**src/rtl/cfir_pkg.sv**
```systemverilog
`default_nettype none
// ----------------------------------------------------------------------------
// cfir_pkg: shared constants, types and tap tables
// Sizes, coefficient tables and the sequencer state type of the crossfaded
// multichannel FIR core.
// ----------------------------------------------------------------------------
package cfir_pkg;

    localparam int TAP_COUNT    = 21;
    localparam int MAX_CHANNELS = 8;
    localparam int SAMPLE_BITS  = 16;

    localparam int TABLE_LEN  = 21;
    localparam int TBL_IDX_W  = 5;
    localparam int COEF_W     = 12;
    localparam int DIFF_W     = 13;
    localparam int FRAC_BITS  = 15;
    localparam int MIX_BITS   = 8;
    localparam int MIX_W      = 9;
    localparam int CNT_W      = 4;
    localparam int CH_W       = 3;
    localparam int CFG_IDX_W  = 1;
    localparam int CFG_DATA_W = 9;

    localparam int MIX_ONE    = 1 << MIX_BITS;
    localparam int HIST_DEPTH = MAX_CHANNELS * TAP_COUNT;
    localparam int ADDR_W     = (HIST_DEPTH > 1) ? $clog2(HIST_DEPTH) : 1;
    localparam int SLOT_W     = $clog2(TAP_COUNT);
    localparam int CH_IDX_W   = (MAX_CHANNELS > 1) ? $clog2(MAX_CHANNELS) : 1;
    localparam int W_W        = COEF_W + MIX_BITS + 1;
    localparam int PROD_W     = SAMPLE_BITS + W_W;
    localparam int ACC_W      = PROD_W + $clog2(TAP_COUNT) + 1;
    localparam int RND_SH     = FRAC_BITS + MIX_BITS;

    localparam logic [CFG_IDX_W-1:0] CFG_MIX_FACTOR    = 1'd0;
    localparam logic [CFG_IDX_W-1:0] CFG_CHANNEL_COUNT = 1'd1;

    localparam logic [MIX_W-1:0] MIX_RESET   = MIX_W'(MIX_ONE);
    localparam logic [CNT_W-1:0] COUNT_RESET = CNT_W'(2);

    localparam logic signed [COEF_W-1:0] TAPS_FIRST [TABLE_LEN] = '{
        -12'sd114, 12'sd16, 12'sd151, 12'sd286, 12'sd416, 12'sd536, 12'sd641,
        12'sd728, 12'sd792, 12'sd832, 12'sd846, 12'sd832, 12'sd792, 12'sd728,
        12'sd641, 12'sd536, 12'sd416, 12'sd286, 12'sd151, 12'sd16, -12'sd114
    };

    localparam logic signed [COEF_W-1:0] TAPS_SECOND [TABLE_LEN] = '{
        -12'sd626, -12'sd828, -12'sd909, -12'sd850, -12'sd657, -12'sd356,
        12'sd8, 12'sd379, 12'sd696, 12'sd910, 12'sd986, 12'sd910, 12'sd696,
        12'sd379, 12'sd8, -12'sd356, -12'sd657, -12'sd850, -12'sd909,
        -12'sd828, -12'sd626
    };

    typedef enum logic [2:0] {
        ST_IDLE,
        ST_WRITE,
        ST_RUN,
        ST_DRAIN,
        ST_OUT
    } t_state;

    // Taps past the end of the table are zero.
    function automatic logic signed [COEF_W-1:0] tap_first(
        input logic [SLOT_W-1:0] idx
    );
        logic signed [COEF_W-1:0] val;
        val = '0;
        if (int'(idx) < TABLE_LEN) begin
            val = TAPS_FIRST[TBL_IDX_W'(idx)];
        end
        return val;
    endfunction

    function automatic logic signed [DIFF_W-1:0] tap_delta(
        input logic [SLOT_W-1:0] idx
    );
        logic signed [DIFF_W-1:0] val;
        val = '0;
        if (int'(idx) < TABLE_LEN) begin
            val = DIFF_W'(TAPS_SECOND[TBL_IDX_W'(idx)]) - DIFF_W'(TAPS_FIRST[TBL_IDX_W'(idx)]);
        end
        return val;
    endfunction

endpackage
`default_nettype wire

```
**src/rtl/crossfaded_fir_multichannel_core.sv**
```systemverilog
`default_nettype none
// ----------------------------------------------------------------------------
// crossfaded_fir_multichannel_core: multichannel FIR with crossfaded taps
// Interleaved samples tagged by channel enter on the slave stream. Each
// channel keeps a private history, and each request returns one filtered
// sample on the master stream. The taps blend two fixed sets by the mix
// register.
//
// Usage: both streams carry the sample in tdata, the channel in tuser and the
// block-end mark in tlast. Registers are written through the cfg port, and the
// user must write them only while the core is idle; the core does not enforce
// it. s_axis_tready is high only when the core is idle. A request for an active
// channel makes one history write, then passes one tap per cycle through the
// shared multiply-accumulate unit, then drains its pipeline and saturates. An
// unused channel returns a zero sample in the cycle after acceptance. The
// result waits in the output register while m_axis_tready is low, and no new
// request is taken until it has been delivered. Reset clears the histories
// through per-entry valid bits, zeroes the write slots, and restores the mix
// factor to 256 and the channel count to 2.
// ----------------------------------------------------------------------------
module crossfaded_fir_multichannel_core
    import cfir_pkg::*;
(
    input  wire                           i_clk,
    input  wire                           i_rst_n,
    input  wire                           s_axis_tvalid,
    output logic                          s_axis_tready,
    input  wire  signed [SAMPLE_BITS-1:0] s_axis_tdata,  // sample_in
    input  wire  [CH_W-1:0]               s_axis_tuser,  // channel
    input  wire                           s_axis_tlast,  // block_end
    output logic                          m_axis_tvalid,
    input  wire                           m_axis_tready,
    output logic signed [SAMPLE_BITS-1:0] m_axis_tdata,  // sample_out
    output logic [CH_W-1:0]               m_axis_tuser,  // out_channel
    output logic                          m_axis_tlast,  // out_block_end
    input  wire                           i_cfg_we,
    input  wire  [CFG_IDX_W-1:0]          i_cfg_index,
    input  wire  [CFG_DATA_W-1:0]         i_cfg_data
);

    t_state r_state;
    t_state n_state;

    logic [MIX_W-1:0]              r_mix;
    logic [CNT_W-1:0]              r_count;
    logic [SLOT_W-1:0]             r_slot [MAX_CHANNELS];
    logic signed [SAMPLE_BITS-1:0] r_hist [HIST_DEPTH];
    logic [HIST_DEPTH-1:0]         r_hvalid;

    logic signed [SAMPLE_BITS-1:0] r_sample;
    logic [CH_W-1:0]               r_ch;
    logic                          r_last;
    logic [ADDR_W-1:0]             r_base;
    logic [SLOT_W-1:0]             r_pos;
    logic [SLOT_W-1:0]             r_idx;

    logic signed [SAMPLE_BITS-1:0] r_rd_data;
    logic                          r_rd_ok;
    logic signed [W_W-1:0]         r_w;
    logic                          r_s1;
    logic signed [PROD_W-1:0]      r_prod;
    logic                          r_s2;
    logic signed [ACC_W-1:0]       r_acc;
    logic signed [SAMPLE_BITS-1:0] r_result;

    logic                          s_acc_go;
    logic                          s_in_use;
    logic                          s_mem_we;
    logic                          s_issue;
    logic [CH_IDX_W-1:0]           s_ch_idx;
    logic [SLOT_W-1:0]             s_cur_slot;
    logic [CNT_W-1:0]              s_used;
    logic [MIX_W-1:0]              s_x;
    logic [ADDR_W-1:0]             s_addr;
    logic signed [MIX_W:0]         s_x_s;
    logic signed [MIX_W+DIFF_W:0]  s_mix_prod;
    logic signed [W_W-1:0]         s_weight;
    logic signed [SAMPLE_BITS-1:0] s_rd_val;
    logic signed [ACC_W-1:0]       s_rounded;
    logic signed [ACC_W-1:0]       s_shifted;
    logic signed [SAMPLE_BITS-1:0] s_sat;

    assign s_acc_go   = s_axis_tvalid && s_axis_tready;
    assign s_ch_idx   = CH_IDX_W'(s_axis_tuser);
    assign s_cur_slot = r_slot[s_ch_idx];
    assign s_used     = (r_count > CNT_W'(MAX_CHANNELS)) ? CNT_W'(MAX_CHANNELS) : r_count;
    assign s_in_use   = (CNT_W'(s_axis_tuser) < s_used);
    assign s_x        = (r_mix > MIX_W'(MIX_ONE)) ? MIX_W'(MIX_ONE) : r_mix;
    assign s_addr     = r_base + ADDR_W'(r_pos);

    assign s_x_s      = $signed({1'b0, s_x});
    assign s_mix_prod = s_x_s * tap_delta(r_idx);
    assign s_weight   = (W_W'(tap_first(r_idx)) <<< MIX_BITS) + W_W'(s_mix_prod);
    assign s_rd_val   = r_rd_ok ? r_rd_data : '0;

    assign s_rounded  = r_acc + (ACC_W'(1) <<< (RND_SH - 1));
    assign s_shifted  = s_rounded >>> RND_SH;

    always_comb begin
        if (s_shifted > ACC_W'((1 << (SAMPLE_BITS - 1)) - 1)) begin
            s_sat = SAMPLE_BITS'((1 << (SAMPLE_BITS - 1)) - 1);
        end else if (s_shifted < -ACC_W'(1 << (SAMPLE_BITS - 1))) begin
            s_sat = SAMPLE_BITS'(-(1 << (SAMPLE_BITS - 1)));
        end else begin
            s_sat = SAMPLE_BITS'(s_shifted);
        end
    end

    always_comb begin
        n_state = r_state;
        case (r_state)
            ST_IDLE: begin
                if (s_acc_go) begin
                    n_state = s_in_use ? ST_WRITE : ST_OUT;
                end
            end
            ST_WRITE: begin
                n_state = ST_RUN;
            end
            ST_RUN: begin
                if (r_idx == SLOT_W'(TAP_COUNT - 1)) begin
                    n_state = ST_DRAIN;
                end
            end
            ST_DRAIN: begin
                if (!r_s1 && !r_s2) begin
                    n_state = ST_OUT;
                end
            end
            ST_OUT: begin
                if (m_axis_tready) begin
                    n_state = ST_IDLE;
                end
            end
            default: begin
                n_state = ST_IDLE;
            end
        endcase
    end

    always_comb begin
        s_axis_tready = 1'b0;
        m_axis_tvalid = 1'b0;
        s_mem_we      = 1'b0;
        s_issue       = 1'b0;
        case (r_state)
            ST_IDLE:  s_axis_tready = 1'b1;
            ST_WRITE: s_mem_we      = 1'b1;
            ST_RUN:   s_issue       = 1'b1;
            ST_OUT:   m_axis_tvalid = 1'b1;
            default:  s_issue       = 1'b0;
        endcase
    end

    assign m_axis_tdata = r_result;
    assign m_axis_tuser = r_ch;
    assign m_axis_tlast = r_last;

    always_ff @(posedge i_clk) begin
        if (!i_rst_n) begin
            r_state  <= ST_IDLE;
            r_mix    <= MIX_RESET;
            r_count  <= COUNT_RESET;
            r_hvalid <= '0;
            r_s1     <= 1'b0;
            r_s2     <= 1'b0;
            for (int c = 0; c < MAX_CHANNELS; c++) begin
                r_slot[c] <= '0;
            end
        end else begin
            r_state <= n_state;
            r_s1    <= s_issue;
            r_s2    <= r_s1;
            if (i_cfg_we && i_cfg_index == CFG_MIX_FACTOR) begin
                r_mix <= MIX_W'(i_cfg_data);
            end
            if (i_cfg_we && i_cfg_index == CFG_CHANNEL_COUNT) begin
                r_count <= CNT_W'(i_cfg_data);
            end
            if (s_mem_we) begin
                r_hvalid[s_addr] <= 1'b1;
                r_slot[CH_IDX_W'(r_ch)] <= (r_pos == SLOT_W'(TAP_COUNT - 1)) ? '0
                                                                             : r_pos + 1'b1;
            end
        end
    end

    always_ff @(posedge i_clk) begin
        if (s_mem_we) begin
            r_hist[s_addr] <= r_sample;
        end
        r_rd_data <= r_hist[s_addr];
        r_rd_ok   <= r_hvalid[s_addr];
    end

    always_ff @(posedge i_clk) begin
        if (s_acc_go) begin
            r_sample <= s_axis_tdata;
            r_ch     <= s_axis_tuser;
            r_last   <= s_axis_tlast;
            r_base   <= ADDR_W'(s_ch_idx) * ADDR_W'(TAP_COUNT);
            r_pos    <= s_cur_slot;
            r_idx    <= '0;
            r_acc    <= '0;
            r_result <= '0;
        end
        if (s_issue) begin
            r_idx <= r_idx + 1'b1;
            r_pos <= (r_pos == '0) ? SLOT_W'(TAP_COUNT - 1) : r_pos - 1'b1;
        end
        r_w    <= s_weight;
        r_prod <= s_rd_val * r_w;
        if (r_s2) begin
            r_acc <= r_acc + ACC_W'(r_prod);
        end
        if (r_state == ST_DRAIN && !r_s1 && !r_s2) begin
            r_result <= s_sat;
        end
    end

`ifndef SYNTHESIS
    a_pipe_advance: assert property (@(posedge i_clk) disable iff (!i_rst_n)
        r_s1 |=> r_s2)
        else $error("multiply stage did not follow the read stage");

    a_idle_empty: assert property (@(posedge i_clk) disable iff (!i_rst_n)
        (r_state == ST_IDLE) |-> (!r_s1 && !r_s2))
        else $error("pipeline busy while idle");

    a_used_writes: assert property (@(posedge i_clk) disable iff (!i_rst_n)
        (s_acc_go && s_in_use) |=> (r_state == ST_WRITE))
        else $error("active channel request did not write its history");

    a_slot_range: assert property (@(posedge i_clk) disable iff (!i_rst_n)
        s_acc_go |-> (s_cur_slot < SLOT_W'(TAP_COUNT)))
        else $error("write slot out of range");
`endif

endmodule
`default_nettype wire

```
**config.mk**
```make
export PLATFORM = sky130hd
export DESIGN_NAME = crossfaded_fir_multichannel_core
export DESIGN_NICKNAME = d
export VERILOG_FILES = /design/src/rtl/cfir_pkg.sv /design/src/rtl/crossfaded_fir_multichannel_core.sv
export SDC_FILE = /design/constraint.sdc
export NUM_CORES = 2
export LEC_CHECK = 0
export BUFFER_PORTS_ARGS = -buffer_cell sky130_fd_sc_hd__buf_4
export CORE_UTILIZATION = 60
export DETAILED_ROUTE_END_ITERATION = 8
export PLACE_DENSITY = 0.85
export SYNTH_ARGS = -nofsm -noshare
export SYNTH_HDL_FRONTEND = slang
export SYNTH_SLANG_ARGS = --single-unit
```
**constraint.sdc**
```tcl
create_clock -name i_clk -period 9.8 [get_ports i_clk]
set_input_delay 1.47 -clock i_clk [delete_from_list [all_inputs] [get_ports i_clk]]
set_output_delay 1.47 -clock i_clk [all_outputs]
set_load 0.05 [all_outputs]
```
==> flow_summary.json <==
{
  "clk_path_buf_depth": 4,
  "endpoint_kind": "flop",
  "die_h_um": 480.3,
  "initial_core_util_pct": 60.39,
  "wl_met1_um": 124600,
  "crit_required_ns": 10.61,
  "yosysWarnings": 0,
  "cp-startpoint": "r_idx[0]$_SDFFCE_PN0P_",
  "worstPathMaxFanout": 11,
  "crit_end": "r_w[20]$_DFF_P_",
  "port_buffers": 56,
  "drt-pass1-iter-count": 6,
  "min_period_ns": 8.935,
  "pwr-share-seq_pct": 37.3,
  "yosys-top-cells-area": "edfxtp_1 62%, mux4_2 14%, fa_1 6.4%",
  "grt_start_max_net_pins": 169,
  "cts_made_buffers": 316,
  "nFillCells": 13470,
  "final_cells": 11300,
  "grtUsageTotal_pct": 34.45,
  "ys_types": 83,
  "rsz0062_at_grt": "false",
  "multiInputGateArea_um2": 43570,
  "vias": 79470,
  "post_synth.cell_area_avg_um2": 17.60,
  "clkPwrFrac_pct": 29.3,
  "r2r_cells": 36,
  "worst_path_max_delay_cell": "edfxtp_1",
  "grt_pass1_wl_um": 565700,
  "rows": 175,
  "synth_edf_count": 2823,
  "cap_viol_max_count": 0,
  "cts_resized": 0,
  "crit_cells": 36,
  "combinationalPowerShare_pct": 33.3,
  "placed_cells": 10730,
  "p_sw_share_pct": 34.49,
  "drcViolationCount": 0,
  "powerDensity_nw_per_um2": 269.3,
  "max_slew.worst_pin.slew_ns": 1.472,
  "dpl-instance-area_um2": 141900,
  "grt_pass1_vias": 80870,
  "synth_top_area_cell": "edfxtp_1",
  "r2r_slack_ns": 0.86,
  "crit_type": "reg -> reg",
  "ant_nets": 0,
  "fin_tns_setup_ns": 0,
  "top_layer": "met5",
  "power_mw": 40.91,
  "die_x_um": 480.3,
  "hold_depth": 2,
  "gr-total-overflow": 0,
  "viasPerCell": 7.035,
  "status": "finished, final reports clean",
  "wl_per_cell_um": 34.82,
  "r2r_end": "r_w[20]$_DFF_P_",
  "p_leak_nw": 52.02,
  "irDropWorstVdd_v": 0.0002807,
  "cpPeakStageDelay_ns": 0.55,
  "netlist_area_um2": 137200,
  "r2r_start": "r_idx[0]$_SDFFCE_PN0P_",
  "utilization_pct": 66.83,
  "drive_gt1_share_pct": 20.76,
  "seq_area_frac_synth_pct": 65.57,
  "core-area_um2": 227300,
  "yosysTopAreaCellShare_pct": 61.77,
  "crit_path_start_kind": "flop",
  "fin_worst_skew_ns": 0.1334,
  "initialDrtViolationCount": 12740,
  "netlist_instances": 7800,
  "wl_met3_um": 46630,
  "postCtsHoldBufs": 0,
  "yosys_most_used_dff": "edfxtp_1",
  "syn_nets": 8494,
  "dp_hpwl_um": 210300,
  "p_sw_mw": 14.11,
  "arrival_ns": 9.74,
  "dieArea_um2": 230700,
  "cts_sinks": 3084,
  "worstHoldPathType": "reg -> reg",
  "async_reset_ff_share_pct": 0,
  "final-setup-viol-count": 0,
  "fin_nets": 8736,
  "final_area_um2": 151900,
  "fmaxAchievable_mhz": 111.9,
  "io_pins": 57,
  "hold_violations": 0,
  "ys_ff_latch": 3084,
  "route.final.wire_length_um": 393400,
  "regArea_um2": 90000,
  "cts_tree": "yes",
  "min_period_over_period_pct": 91.18,
  "max_slew_margin_pct": 1.775,
  "antenna_found_initial": 27,
  "syn_to_final_growth_pct": 10.68,
  "crit_top_cell": "inv_1",
  "intPower_mw": 26.80,
  "place.gp.congestion": 0.8812,
  "crit_buf_inv": 7,
  "worstSkewPairLatency_ns": 1.02,
  "wl_met2_um": 188800,
  "postCtsSetupBuffers": 0,
  "cp_top_family": "adder cells",
  "drv_slew": 0,
  "root_buffer": "clkbuf_16",
  "clk_pin_slew_ns": 0.06,
  "htree_levels": 5
}
==> final cells by class <==
class	instances	area share, %
clock buffers	399	5.576
multi-input cells	3779	28.68
diodes	7	0.01153
repair buffers	319	1.711
well taps	3009	2.478
flip-flops and latches	3084	59.25
clock inverters	157	0.9563
inverters	542	1.339
==> power groups by stage <==
stage                     clock network, mW  registers [mW]  logic [mW]
after CTS                              12.0            15.2        13.2
after global routing                   12.4            15.3        14.3
after floorplan                           0            15.4        8.86
final                                  12.0            15.3        13.6
after detailed placement                  0            15.5        12.8
after global placement                    0            15.5        12.4
==> through the flow <==
step | hold WS (ns) | setup slack (ns)
3_5_place_dp | 0.4476 | 0.8925
6_report | 0.4642 | 0.8647
5_1_grt | 0.4841 | 0.2461
2_1_floorplan | 0.4354 | 1.861
4_1_cts | 0.4674 | 0.8784
3_3_place_gp | 0.4405 | 0.9345
==> synthesized netlist by cell type, types with 4 or more instances <==
| library cell | instances |
|---|---|
| edfxtp_1 | 2823 |
| mux4_2 | 871 |
| nand2_1 | 641 |
| inv_1 | 540 |
| fa_1 | 439 |
| nor2_1 | 375 |
| dfxtp_1 | 261 |
| clkbuf_1 | 226 |
| ha_1 | 220 |
| o21a_1 | 187 |
| and3_1 | 185 |
| nand3_1 | 107 |
| a21oi_1 | 102 |
| buf_2 | 98 |
| o21ai_0 | 81 |
| xnor2_1 | 80 |
| xor2_1 | 54 |
| a21o_1 | 47 |
| a31oi_1 | 44 |
| nor3_1 | 32 |
| and2_1 | 30 |
| nand2b_1 | 28 |
| nor2b_1 | 27 |
| buf_4 | 26 |
| buf_1 | 24 |
| or2_2 | 24 |
| buf_6 | 21 |
| a311oi_1 | 17 |
| a211oi_1 | 16 |
| mux2i_1 | 15 |
| a21boi_0 | 14 |
| a221oi_1 | 14 |
| o21bai_1 | 14 |
| nand4_1 | 9 |
| o22ai_1 | 8 |
| nor3b_1 | 7 |
| a22oi_1 | 6 |
| or3_1 | 6 |
| o21ai_1 | 5 |
| or4_1 | 5 |
| o211ai_1 | 4 |
==> layer usage <==
layer,GRT usage (%),up-vias
met1,41.53,40110
li1,-,30240
met4,23.65,34
met3,8.447,1865
met5,0.7042,-
met2,55.19,7225
==> flip-flops by register name (all words and copies together), names as in the netlist, 16 cells and up <==
| signal | flops |
|---|---|
| r_hvalid | 168 |
| r_acc | 43 |
| r_hist | 2688 |
| m_axis_tdata | 16 |
| r_sample | 16 |
| r_w | 21 |
| r_rd_data | 16 |
| r_prod | 37 |
| r_slot | 40 |
==> tightest hold or removal path: stages (launching register included) <==
cell and delay, ns:
dfxtp_1 0.31, nand2_1 0.05, a21boi_0 0.06
==> worst min-delay path by stage <==
stage,from,endpoint,slack [ns]
after floorplan,r_hvalid[102]$_SDFFE_PN0P_,r_hvalid[102]$_SDFFE_PN0P_,0.44
after global placement,r_hvalid[22]$_SDFFE_PN0P_,r_hvalid[22]$_SDFFE_PN0P_,0.44
after detailed placement,r_hvalid[46]$_SDFFE_PN0P_,r_hvalid[46]$_SDFFE_PN0P_,0.45
after CTS,r_mix[2]$_SDFFE_PN0P_,r_mix[2]$_SDFFE_PN0P_,0.47
after global routing,r_hvalid[160]$_SDFFE_PN0P_,r_hvalid[160]$_SDFFE_PN0P_,0.48
final,r_mix[2]$_SDFFE_PN0P_,r_mix[2]$_SDFFE_PN0P_,0.46
==> logic make-up (layout without fill, tap and decap cells) <==
kind of cell    count (synthesis)  after routing  synth area share, %
mux                           888            888                14.42
buf+inv                       937           1417                2.838
xor+xnor                      137            137               0.8953
other cells                     0              7                    0
compound gates                606            606                3.029
simple gates                 1488           1488                4.829
flops                        3084           3084                65.57
fa+ha+maj                     660            660                8.416
==> layout by cell type (no fill, tap or decap), types with 15 or more instances in the layout <==
| master | n |
|---|---|
| nor2_2 | 30 |
| xor2_1 | 52 |
| buf_4 | 298 |
| fa_1 | 438 |
| nor2b_1 | 26 |
| a31oi_1 | 44 |
| o21a_1 | 187 |
| nand3_1 | 107 |
| a311oi_1 | 17 |
| nand2b_1 | 28 |
| and3_1 | 185 |
| clkbuf_1 | 67 |
| edfxtp_1 | 2823 |
| or2_2 | 24 |
| clkbuf_16 | 324 |
| a211oi_1 | 15 |
| a21oi_1 | 102 |
| clkinv_1 | 53 |
| dfxtp_1 | 260 |
| bufinv_16 | 23 |
| clkinv_2 | 50 |
| a21o_1 | 47 |
| inv_1 | 540 |
| nor2_1 | 344 |
| mux2i_1 | 15 |
| o21ai_0 | 80 |
| xnor2_1 | 76 |
| mux4_2 | 871 |
| nor3_1 | 30 |
| ha_1 | 219 |
| and2_1 | 30 |
| nand2_1 | 640 |
| buf_12 | 16 |
Note: power is estimated with default switching activity, not from simulation.
